<file path="src/rtl/tzop_pkg.sv">
`timescale 1ns / 1ps
`default_nettype none

package tzop_pkg;

  // Character widths and result widths
  localparam int unsigned CharW   = 8;
  localparam int unsigned OffsetW = 17;
  localparam int unsigned ValueW  = 7;

  // Range limits of the offset
  localparam logic [ValueW-1:0] MaxHour   = 7'd14;
  localparam logic [ValueW-1:0] MaxMinute = 7'd59;

  // Seconds per hour and per minute
  localparam logic [OffsetW-1:0] SecPerHour = 17'd3600;
  localparam logic [OffsetW-1:0] SecPerMin  = 17'd60;

  // Syntax characters
  localparam logic [CharW-1:0] ChZulu  = 8'h5A;  // 'Z'
  localparam logic [CharW-1:0] ChColon = 8'h3A;  // ':'
  localparam logic [CharW-1:0] ChMinus = 8'h2D;  // '-'
  localparam logic [CharW-1:0] ChPlus  = 8'h2B;  // '+'
  localparam logic [CharW-1:0] ChSpace = 8'h20;
  localparam logic [CharW-1:0] ChTab   = 8'h09;
  localparam logic [CharW-1:0] ChCr    = 8'h0D;
  localparam logic [CharW-1:0] ChZero  = 8'h30;
  localparam logic [CharW-1:0] ChNine  = 8'h39;

  // Parser phases; the content of a signed offset is six characters long
  typedef enum logic [3:0] {
    PhLead  = 4'd0,
    PhZulu  = 4'd1,
    PhSign  = 4'd2,
    PhH1    = 4'd3,
    PhH2    = 4'd4,
    PhColon = 4'd5,
    PhM1    = 4'd6,
    PhM2    = 4'd7,
    PhTrail = 4'd8
  } phase_e;

  // Whitespace: space, tab, line feed, vertical tab, form feed, carriage return
  function automatic logic is_ws(input logic [CharW-1:0] c);
    return (c == ChSpace) || ((c >= ChTab) && (c <= ChCr));
  endfunction

  function automatic logic is_dig(input logic [CharW-1:0] c);
    return (c >= ChZero) && (c <= ChNine);
  endfunction

endpackage

`default_nettype wire

</file>
<file path="src/rtl/timezone_offset_parser_unit.sv">
`timescale 1ns / 1ps
`default_nettype none

// An accepted final character passes through the input register, then into the output register.
// Throughput: one character per cycle unless held; the input and result registers part the sides.
// A final character waits in the input register only while an earlier result is not yet taken.
// Reset: asynchronous, active low; parser returns to the leading whitespace phase, both
// registers empty. After each final character the parser returns to that state by itself.
module timezone_offset_parser_unit (
  input  wire logic        clk_i,
  input  wire logic        rst_ni,
  input  wire logic        s_axis_tvalid,
  output logic             s_axis_tready,
  input  wire logic [7:0]  s_axis_tdata,   // [7:0] char_code
  input  wire logic        s_axis_tlast,   // is_final
  output logic             m_axis_tvalid,
  input  wire logic        m_axis_tready,
  output logic [23:0]      m_axis_tdata,   // [16:0] offset_seconds, [23:17] zero
  output logic             m_axis_tuser    // [0] valid_res
);

  localparam int unsigned VW = tzop_pkg::ValueW;
  localparam int unsigned OW = tzop_pkg::OffsetW;

  // Input register
  logic                       in_valid_q;
  logic [tzop_pkg::CharW-1:0] in_char_q;
  logic                       in_last_q;

  // Parser state
  tzop_pkg::phase_e phase_q, phase_d;
  logic             neg_q, neg_d;
  logic [VW-1:0]    hour_q, hour_d;
  logic [VW-1:0]    min_q, min_d;
  logic             failed_q, failed_d;

  // Result register
  logic          out_valid_q;
  logic          out_ok_q;
  logic [OW-1:0] out_off_q;

  // Values after one character, before the end-of-string return to reset
  tzop_pkg::phase_e adv_phase;
  logic             adv_neg;
  logic [VW-1:0]    adv_hour;
  logic [VW-1:0]    adv_min;
  logic             adv_failed;
  logic [VW-1:0]    digit;

  logic          stage_go;
  logic          take;
  logic          res_ok;
  logic [OW-1:0] mag;
  logic [OW-1:0] res_off;

  // Hold a final character only while the previous result still waits
  assign stage_go      = !in_last_q || !out_valid_q || m_axis_tready;
  assign take          = in_valid_q && stage_go;
  assign s_axis_tready = !in_valid_q || stage_go;

  always_ff @(posedge clk_i or negedge rst_ni) begin
    if (!rst_ni) begin
      in_valid_q <= 1'b0;
    end else if (s_axis_tready) begin
      in_valid_q <= s_axis_tvalid;
    end
  end

  always_ff @(posedge clk_i) begin
    if (s_axis_tready && s_axis_tvalid) begin
      in_char_q <= s_axis_tdata;
      in_last_q <= s_axis_tlast;
    end
  end

  assign digit = {3'b000, in_char_q[3:0]};

  // Advance the parser by one character
  always_comb begin
    adv_phase  = phase_q;
    adv_neg    = neg_q;
    adv_hour   = hour_q;
    adv_min    = min_q;
    adv_failed = failed_q;
    if (!failed_q) begin
      unique case (phase_q)
        tzop_pkg::PhLead: begin
          if (tzop_pkg::is_ws(in_char_q)) begin
            adv_phase = tzop_pkg::PhLead;
          end else if (in_char_q == tzop_pkg::ChZulu) begin
            adv_phase = tzop_pkg::PhZulu;
          end else if (in_char_q == tzop_pkg::ChPlus) begin
            adv_neg   = 1'b0;
            adv_phase = tzop_pkg::PhSign;
          end else if (in_char_q == tzop_pkg::ChMinus) begin
            adv_neg   = 1'b1;
            adv_phase = tzop_pkg::PhSign;
          end else begin
            adv_failed = 1'b1;
          end
        end
        tzop_pkg::PhZulu, tzop_pkg::PhM2, tzop_pkg::PhTrail: begin
          if (tzop_pkg::is_ws(in_char_q)) adv_phase = tzop_pkg::PhTrail;
          else adv_failed = 1'b1;
        end
        tzop_pkg::PhSign: begin
          if (tzop_pkg::is_dig(in_char_q)) begin
            adv_hour  = digit;
            adv_phase = tzop_pkg::PhH1;
          end else begin
            adv_failed = 1'b1;
          end
        end
        tzop_pkg::PhH1: begin
          if (tzop_pkg::is_dig(in_char_q)) begin
            adv_hour  = VW'(hour_q * VW'(10)) + digit;
            adv_phase = tzop_pkg::PhH2;
          end else begin
            adv_failed = 1'b1;
          end
        end
        tzop_pkg::PhH2: begin
          if (in_char_q == tzop_pkg::ChColon) adv_phase = tzop_pkg::PhColon;
          else adv_failed = 1'b1;
        end
        tzop_pkg::PhColon: begin
          if (tzop_pkg::is_dig(in_char_q)) begin
            adv_min   = digit;
            adv_phase = tzop_pkg::PhM1;
          end else begin
            adv_failed = 1'b1;
          end
        end
        tzop_pkg::PhM1: begin
          if (tzop_pkg::is_dig(in_char_q)) begin
            adv_min   = VW'(min_q * VW'(10)) + digit;
            adv_phase = tzop_pkg::PhM2;
          end else begin
            adv_failed = 1'b1;
          end
        end
        default: adv_failed = 1'b1;
      endcase
    end
  end

  // Check content and range, then form the signed offset
  always_comb begin
    res_ok = !adv_failed
          && ((adv_phase == tzop_pkg::PhZulu) || (adv_phase == tzop_pkg::PhM2)
              || (adv_phase == tzop_pkg::PhTrail))
          && (adv_hour <= tzop_pkg::MaxHour) && (adv_min <= tzop_pkg::MaxMinute)
          && !((adv_hour == tzop_pkg::MaxHour) && (adv_min != '0));
    mag = OW'(OW'(adv_hour) * tzop_pkg::SecPerHour)
        + OW'(OW'(adv_min) * tzop_pkg::SecPerMin);
    if (!res_ok)     res_off = '0;
    else if (adv_neg) res_off = OW'(-mag);
    else             res_off = mag;
  end

  // Return to reset after the final character
  always_comb begin
    phase_d  = phase_q;
    neg_d    = neg_q;
    hour_d   = hour_q;
    min_d    = min_q;
    failed_d = failed_q;
    if (take) begin
      if (in_last_q) begin
        phase_d  = tzop_pkg::PhLead;
        neg_d    = 1'b0;
        hour_d   = '0;
        min_d    = '0;
        failed_d = 1'b0;
      end else begin
        phase_d  = adv_phase;
        neg_d    = adv_neg;
        hour_d   = adv_hour;
        min_d    = adv_min;
        failed_d = adv_failed;
      end
    end
  end

  always_ff @(posedge clk_i or negedge rst_ni) begin
    if (!rst_ni) begin
      phase_q  <= tzop_pkg::PhLead;
      neg_q    <= 1'b0;
      hour_q   <= '0;
      min_q    <= '0;
      failed_q <= 1'b0;
    end else begin
      phase_q  <= phase_d;
      neg_q    <= neg_d;
      hour_q   <= hour_d;
      min_q    <= min_d;
      failed_q <= failed_d;
    end
  end

  // Load the result on a final character, drop it once taken
  always_ff @(posedge clk_i or negedge rst_ni) begin
    if (!rst_ni) begin
      out_valid_q <= 1'b0;
    end else if (take && in_last_q) begin
      out_valid_q <= 1'b1;
    end else if (m_axis_tready) begin
      out_valid_q <= 1'b0;
    end
  end

  always_ff @(posedge clk_i) begin
    if (take && in_last_q) begin
      out_ok_q  <= res_ok;
      out_off_q <= res_off;
    end
  end

  assign m_axis_tvalid = out_valid_q;
  assign m_axis_tdata  = {7'b0000000, out_off_q};
  assign m_axis_tuser  = out_ok_q;

endmodule

`default_nettype wire

</file>
<file path="config.mk">
export PLATFORM = sky130hd
export DESIGN_NAME = timezone_offset_parser_unit
export DESIGN_NICKNAME = d
export VERILOG_FILES = /design/src/rtl/tzop_pkg.sv /design/src/rtl/timezone_offset_parser_unit.sv
export SDC_FILE = /design/constraint.sdc
export NUM_CORES = 1
export LEC_CHECK = 0
export BUFFER_PORTS_ARGS = -buffer_cell sky130_fd_sc_hd__buf_2
export CORE_MARGIN = 2
export CORE_UTILIZATION = 55
export CTS_BUF_LIST = sky130_fd_sc_hd__clkbuf_4 sky130_fd_sc_hd__clkbuf_8 sky130_fd_sc_hd__clkbuf_16
export DETAILED_ROUTE_END_ITERATION = 6
export PLACE_DENSITY = 0.77
export SLEW_MARGIN = 20
export SYNTH_ARGS = -nofsm -noshare
export SYNTH_HDL_FRONTEND = slang
export SYNTH_SLANG_ARGS = --single-unit
</file>
<file path="constraint.sdc">
create_clock -name clk_i -period 9.94 [get_ports clk_i]
set_input_delay 0.994 -clock clk_i [delete_from_list [all_inputs] [get_ports clk_i]]
set_output_delay 0.994 -clock clk_i [all_outputs]
set_load 0.005 [all_outputs]
</file>
==> results of run 1 <==
## layout make-up
type                    count  area [um^2]  area share
inverters                  57          214      0.0397
clock buffers               5         68.8      0.0128
clock inverters             3         43.8     0.00813
multi-input cells         439         3470       0.644
flip-flops and latches     47         1300       0.242
repair buffers             30          150      0.0279
well taps                 111          139      0.0258
## logic make-up (layout without fill, tap and decap cells)
| logic type | after synthesis | count (layout) | synth area share |
|---|---|---|---|
| other | 1 | 9 | 0.000735 |
| muxes | 8 | 8 | 0.0189 |
| AOI/OAI and AO/OA | 128 | 128 | 0.163 |
| DFF | 47 | 47 | 0.255 |
| buffers and inverters | 82 | 95 | 0.0721 |
| and+or+nand+nor | 149 | 149 | 0.148 |
| adders and majority gates | 90 | 90 | 0.249 |
| xor gates and xnor gates | 55 | 55 | 0.0944 |
## how the worst min path moves through the flow
| stage | from | end |
|---|---|---|
| floorplan | hour_q[6] | hour_q[6] |
| global placement | hour_q[6] | hour_q[6] |
| detailed placement | min_q[6] | min_q[6] |
| CTS | min_q[6] | min_q[6] |
| global route | min_q[6] | min_q[6] |
| finish | min_q[6] | min_q[6] |
## cell usage in the layout, fill, tap and decap left out, drive strengths merged, types with 4 or more instances in the layout
cell / synthesis / final
a21o: 8 / 8
xnor2: 38 / 38
mux2i: 5 / 5
xor2: 17 / 17
edfxtp: 25 / 25
nor3: 23 / 23
nand2b: 6 / 6
fa: 19 / 19
nor2: 32 / 32
o22ai: 5 / 5
a211oi: 5 / 5
a21oi: 33 / 33
nor2b: 5 / 5
nor4: 5 / 5
conb: 1 / 9
dfrtp: 22 / 22
o21ai: 34 / 34
a31oi: 6 / 6
buf: 20 / 30
nand2: 45 / 45
nand3: 7 / 7
clkbuf: 5 / 5
inv: 57 / 57
o21bai: 8 / 8
nor3b: 4 / 4
ha: 71 / 71
## power groups by stage
stage | clock (mW) | sequential (mW) | combinational, mW
2_1_floorplan | 0 | 0.221 | 0.0361
3_3_place_gp | 0 | 0.227 | 0.0410
3_5_place_dp | 0 | 0.227 | 0.0420
4_1_cts | 0.148 | 0.223 | 0.0423
5_1_grt | 0.157 | 0.225 | 0.0482
6_report | 0.147 | 0.223 | 0.0427
## registers in the layout (all words and copies together) (netlist names)
signal and cells:
hour_q 7, in_last_q 1, failed_q 1, m_axis_tvalid 1, neg_q 1, in_valid_q 1
in_char_q 8, out_off_q 15, min_q 7, phase_q 4, m_axis_tuser 1
## worst max-delay path: cells and delay by family, from the launching register on
family / cells / cell delay [ps]
compound gates: 8 / 1730
xor+xnor: 4 / 640
fa+ha+maj: 6 / 2280
buf+inv: 3 / 330
flops: 1 / 640
simple gates: 5 / 800
## layer usage
layer | GRT usage | up-vias | part of all wire
li1 | - | 2005 | -
met1 | 0.333 | 2008 | 0.46
met2 | 0.400 | 124 | 0.48
met3 | 0.0299 | 18 | 0.051
met4 | 0.0590 | 0 | 0.016
met5 | 0 | - | 0
## metrics by stage
step	util	power, mW	hold slack (ps)
4_1_cts	0.591	0.414	506
3_3_place_gp	0.579	0.268	465
3_5_place_dp	0.579	0.269	483
5_1_grt	0.591	0.430	561
2_1_floorplan	-	0.257	450
6_report	0.591	0.413	506
==> impl_metrics.json, run 1 <==
{
  "outcome": "complete, no violations",
  "synth_edf_count": 25,
  "cts_root_buf": "clkbuf_8",
  "critPathCaptureType": "register",
  "hold_viol_final": 0,
  "syn_area_per_cell_um2": 9.12,
  "critPathRequiredTime_ps": 9980,
  "finClkSkew_ps": 6.77,
  "worstSkewPairLatency_ps": 300,
  "worstMarginPinSlew_ps": 883,
  "swShare": 0.268,
  "ys_seq_area_frac": 0.255,
  "grt_overflow": 0,
  "clock-sinks": 47,
  "fillCellCount": 792,
  "final_max_slew_viol_count": 0,
  "synth-warning-count": 0,
  "wl_per_cell_um": 16.4,
  "min_period_ps": 6710,
  "place_ws_ps": 3250,
  "cpMaxStageDelayCell": "edfxtp_1",
  "synth.most_common_cell": "ha_1",
  "yosys.area.top_type": "ha_1",
  "max_cap_viol_count": 0,
  "critical_path.max_stage_delay_ps": 640,
  "viasPerCell": 6.00,
  "die_h_um": 100,
  "die_w_um": 100,
  "numCtsBuffers": 5,
  "rows": 35,
  "path_class": "reg2reg",
  "r2r_setup_slack_ps": 3230,
  "stdcell_area_mm2": 0.00539,
  "antenna_found_initial": 0,
  "fmax_mhz": 149,
  "arrival_ps": 6750,
  "crit_start": "in_char_q[1]",
  "max_slew_margin": 0.412,
  "numPortBuffers": 30,
  "comb_power_share": 0.103,
  "holdBufCountCts": 0,
  "postSynth.asyncResetShare": 0.468,
  "synthTopCellsByArea": "ha_1 (17%), edfxtp_1 (15%), dfrtp_1 (11%), fa_1 (7.5%), xnor2_1 (6.5%)",
  "ctsHtreeMaxLevel": 2,
  "synth_top_area_frac": 0.174,
  "nNetsFinal": 683,
  "drtPass1Iterations": 5,
  "grt_pass1_wl_mm": 19.2,
  "cts_max_path_buffers": 2,
  "path_clk_slew_ps": 100,
  "ys_types": 71,
  "synth_cells": 560,
  "cp-start-kind": "register",
  "powerDensity_mw_per_mm2": 76.7,
  "p_clk_frac": 0.356,
  "post_cts_buffers": 0,
  "grt_pass1_vias": 3991,
  "start_util": 0.560,
  "ios": 40,
  "internal_power_mw": 0.303,
  "finalCritPeriodShare": 0.675,
  "dieArea_mm2": 0.0101,
  "layout-drive-gt1-share": 0.0895,
  "tns_ps": 0,
  "endpoint": "out_off_q[16]",
  "area_growth_pct": 5.51,
  "via_count": 4155,
  "postRouteAntennaNets": 0,
  "grt.total_usage": 0.240,
  "coreArea_mm2": 0.00911,
  "setup_violations": 0,
  "hp-class": "reg2reg",
  "netlist_area_mm2": 0.00510,
  "diodes": 0,
  "reg2reg_depth": 26,
  "setup_ws_ps": 3230,
  "wl_mm": 11.3,
  "crit_top_cell": "xnor2_1",
  "cts_tree": "done",
  "dp_cells": 684,
  "r2r-start": "in_char_q[1]",
  "gp_congestion": 0.937,
  "hold_depth": 2,
  "leakagePower_nw": 2.51,
  "drc_errors": 0,
  "dpl_cell_area_mm2": 0.00527,
  "drtIter0Drc": 316,
  "rsz0062_at_grt": "false",
  "peakVddDrop_mv": 0.0596,
  "seqPwrFrac": 0.541,
  "worstPathMaxFanout": 13,
  "dp_hpwl_mm": 8.89,
  "regToRegEndpoint": "out_off_q[16]",
  "finalNonFillerCells": 692,
  "ys.flop_type": "edfxtp_1",
  "netSwitchingPower_mw": 0.111,
  "grt_max_degree": 23,
  "synth_common_cells": "ha_1 (71), inv_1 (56), nand2_1 (45)",
  "cts-resized-gates": 0,
  "ys_seq_elements": 47
}
Note: power is estimated with default switching activity, not from simulation.
==> run 2, diff against run 1 <==
--- a/config.mk
+++ b/config.mk
@@ -5,12 +5,13 @@
 export SDC_FILE = /design/constraint.sdc
 export NUM_CORES = 1
 export LEC_CHECK = 0
+export ABC_AREA = 1
 export BUFFER_PORTS_ARGS = -buffer_cell sky130_fd_sc_hd__buf_2
 export CORE_MARGIN = 2
 export CORE_UTILIZATION = 55
 export CTS_BUF_LIST = sky130_fd_sc_hd__clkbuf_4 sky130_fd_sc_hd__clkbuf_8 sky130_fd_sc_hd__clkbuf_16
 export DETAILED_ROUTE_END_ITERATION = 6
-export PLACE_DENSITY = 0.77
+export PLACE_DENSITY = 0.8
 export SLEW_MARGIN = 20
 export SYNTH_ARGS = -nofsm -noshare
 export SYNTH_HDL_FRONTEND = slang
==> constraint.sdc (replaced) <==
create_clock -name clk_i -period 5.5 [get_ports clk_i]
set_input_delay 0.55 -clock clk_i [delete_from_list [all_inputs] [get_ports clk_i]]
set_output_delay 0.55 -clock clk_i [all_outputs]
set_load 0.005 [all_outputs]
==> run 2 against run 1 <==
Net effect:
- the flow now finishes with violations (negative setup slack)
- critical path depth rose by 7
- sequential power rose by 94%
- register-to-register slack worse by 3300 ps
- critical endpoint unchanged
- largest power group is now combinational logic
==> impl_metrics.json, run 2 <==
{
  "outcome": "complete, but fails checks",
  "violations": "negative setup slack",
  "synthMuxAreaShare": 0,
  "gp_congestion": 0.930,
  "place_ws_ps": -283,
  "cts_root_buf": "clkbuf_8",
  "path_class": "reg2reg",
  "final_max_slew_viol_count": 0,
  "antenna_found_initial": 0,
  "dpl_cell_area_mm2": 0.00626,
  "cpMaxStageDelayCell": "fa_1",
  "clock-sinks": 47,
  "critPathRequiredTime_ps": 5590,
  "finClkSkew_ps": 7.81,
  "cts_tree": "done",
  "wl_per_cell_um": 14.9,
  "numPortBuffers": 30,
  "synthSimpleGateAreaFrac": 0.297,
  "grt_overflow": 0,
  "path_clk_slew_ps": 110,
  "synth_edf_count": 25,
  "synth_cells": 746,
  "largest_register_ffs": 15,
  "final_common_cell": "nand2_1",
  "leakagePower_nw": 3.70,
  "syn_area_per_cell_um2": 7.64,
  "worstSkewPairLatency_ps": 320,
  "grt.total_usage": 0.262,
  "synthAdderAreaFrac": 0.223,
  "area_growth_pct": 18.4,
  "reg2reg_depth": 33,
  "grt_pass1_vias": 5183,
  "path_buf_inv": 4,
  "viasPerCell": 5.44,
  "setup_violations": 5,
  "dieArea_mm2": 0.0112,
  "netlist_area_mm2": 0.00570,
  "critical_path.max_stage_delay_ps": 580,
  "die_w_um": 106,
  "ctsHtreeMaxLevel": 2,
  "ys_seq_elements": 47,
  "synth_common_cells": "nand2_1 (154), inv_1 (122), ha_1 (71)",
  "max_slew_margin": 0.403,
  "diodes": 0,
  "rows": 37,
  "drtIter0Drc": 385,
  "synth_top_family_by_area": "simple AND/OR/NAND/NOR gates",
  "hold_viol_final": 0,
  "ys.flop_type": "edfxtp_1",
  "die_h_um": 106,
  "synth_xor_area_frac": 0.0461,
  "fmax_mhz": 178,
  "worstPathMaxFanout": 4,
  "wl_mm": 14.3,
  "setup_ws_ps": -115,
  "layout-drive-gt1-share": 0.277,
  "cp_top_family": "adder cells",
  "via_count": 5241,
  "drtPass1Iterations": 6,
  "reg_top3": "out_off_q x15, in_char_q x8",
  "multi_input_area_mm2": 0.00412,
  "synth_top_area_frac": 0.156,
  "ios": 40,
  "ys_types": 51,
  "fillCellCount": 833,
  "synth-warning-count": 0,
  "regArea_mm2": 0.00130,
  "fin_util": 0.662,
  "ys_seq_area_frac": 0.228,
  "critPathCaptureType": "register",
  "nNetsFinal": 929,
  "cp-start-kind": "register",
  "stdcell_area_mm2": 0.00675,
  "grt_max_degree": 23,
  "min_period_ps": 5610,
  "worstMarginPinSlew_ps": 895,
  "holdBufCountCts": 0,
  "peakVddDrop_mv": 0.139,
  "max_cap_viol_count": 0,
  "synthTopCellsByArea": "ha_1 (16%), edfxtp_1 (13%), nand2_1 (10%), dfrtp_1 (9.7%), inv_1 (8.0%)",
  "postRouteAntennaNets": 0,
  "cts_max_path_buffers": 2,
  "coreArea_mm2": 0.0102,
  "synth_compound_area_frac": 0.0927,
  "numCtsBuffers": 5,
  "dp_hpwl_mm": 10.8,
  "arrival_ps": 5710,
  "yosys.area.top_type": "ha_1",
  "grt_pass1_wl_mm": 23.6,
  "largest_register": "out_off_q",
  "rsz0062_at_grt": "true",
  "layout_common_cells": "nand2_1 (138), inv_1 (115), ha_1 (60)",
  "finalCritPeriodShare": 1.02,
  "drc_errors": 0,
  "postSynth.asyncResetShare": 0.468,
  "cp.depth": 33,
  "powerDensity_mw_per_mm2": 191,
  "synth.most_common_cell": "nand2_1",
  "start_util": 0.559,
  "hp-class": "in2async"
}
run 2: cell types whose count changed after synthesis, sizes merged, moves of 15 or more:
cell,delta
nor2,+50
xnor2,-20
inv,+81
nand2,+129
o22ai,+15
nand3,+52
nor3,-22
run 2: path summary, 6_finish.rpt:
check                                     start            end  slack, ps
worst max-delay path                   min_q[0]  out_off_q[16]       -110
worst min-delay path                     rst_ni     phase_q[1]        200
worst max register to register         min_q[0]  out_off_q[16]       -110
worst min register to register         min_q[6]       min_q[6]        560
max in group asynchronous                rst_ni       min_q[0]       4910
min in group clk_i              s_axis_tdata[4]   in_char_q[4]        400
run 2: metrics by stage:
step | setup TNS (ps) | hold slack (ps) | total power [mW] | instances
3_5_place_dp | -1500 | 540 | 1.03 | 947
4_1_cts | -54.9 | 211 | 1.27 | 961
6_report | -341 | 197 | 1.29 | 963
2_1_floorplan | 0 | 254 | 0.896 | 754
5_1_grt | -2040 | 240 | 1.38 | 963
3_3_place_gp | -896 | 513 | 1.02 | 947
run 2: kinds of logic (layout without fill, tap and decap cells):
| group | count (synthesis) | after routing |
|---|---|---|
| flops | 47 | 47 |
| fa+ha+maj | 90 | 90 |
| xor+xnor | 30 | 30 |
| simple gates | 340 | 340 |
| buf+inv | 155 | 228 |
| compound gates | 83 | 83 |
| other cells | 1 | 9 |
run 2: area by class of cell:
type                    count  area share
flip-flops and latches     47       0.193
clock buffers               5      0.0102
multi-input cells         552       0.611
repair buffers             80      0.0784
clock inverters             3     0.00334
well taps                 136      0.0252
inverters                 140      0.0788
run 2: metal layers:
metal,vias up,wire (um),track usage
li1,2537,-,-
met1,2508,6160,0.347
met2,170,7000,0.447
met3,26,893,0.0371
met4,0,271,0.0752
met5,-,0,0
run 2: what timing repair did:
| action | CTS | global route |
|---|---|---|
| pin swaps | 29 | 40 |
| gates resized for setup | 30 | 48 |
| gates cloned | 0 | 0 |
| endpoints found under the setup margin | 8 | 8 |
| setup buffers | 6 | 2 |
run 2: power breakdown:
group	switching [mW]	total [mW]	leakage, nW	internal (mW)
Clock	0.144	0.236	0.0489	0.0925
Combinational	0.420	0.623	3.11	0.203
Sequential	0.0306	0.432	0.539	0.401
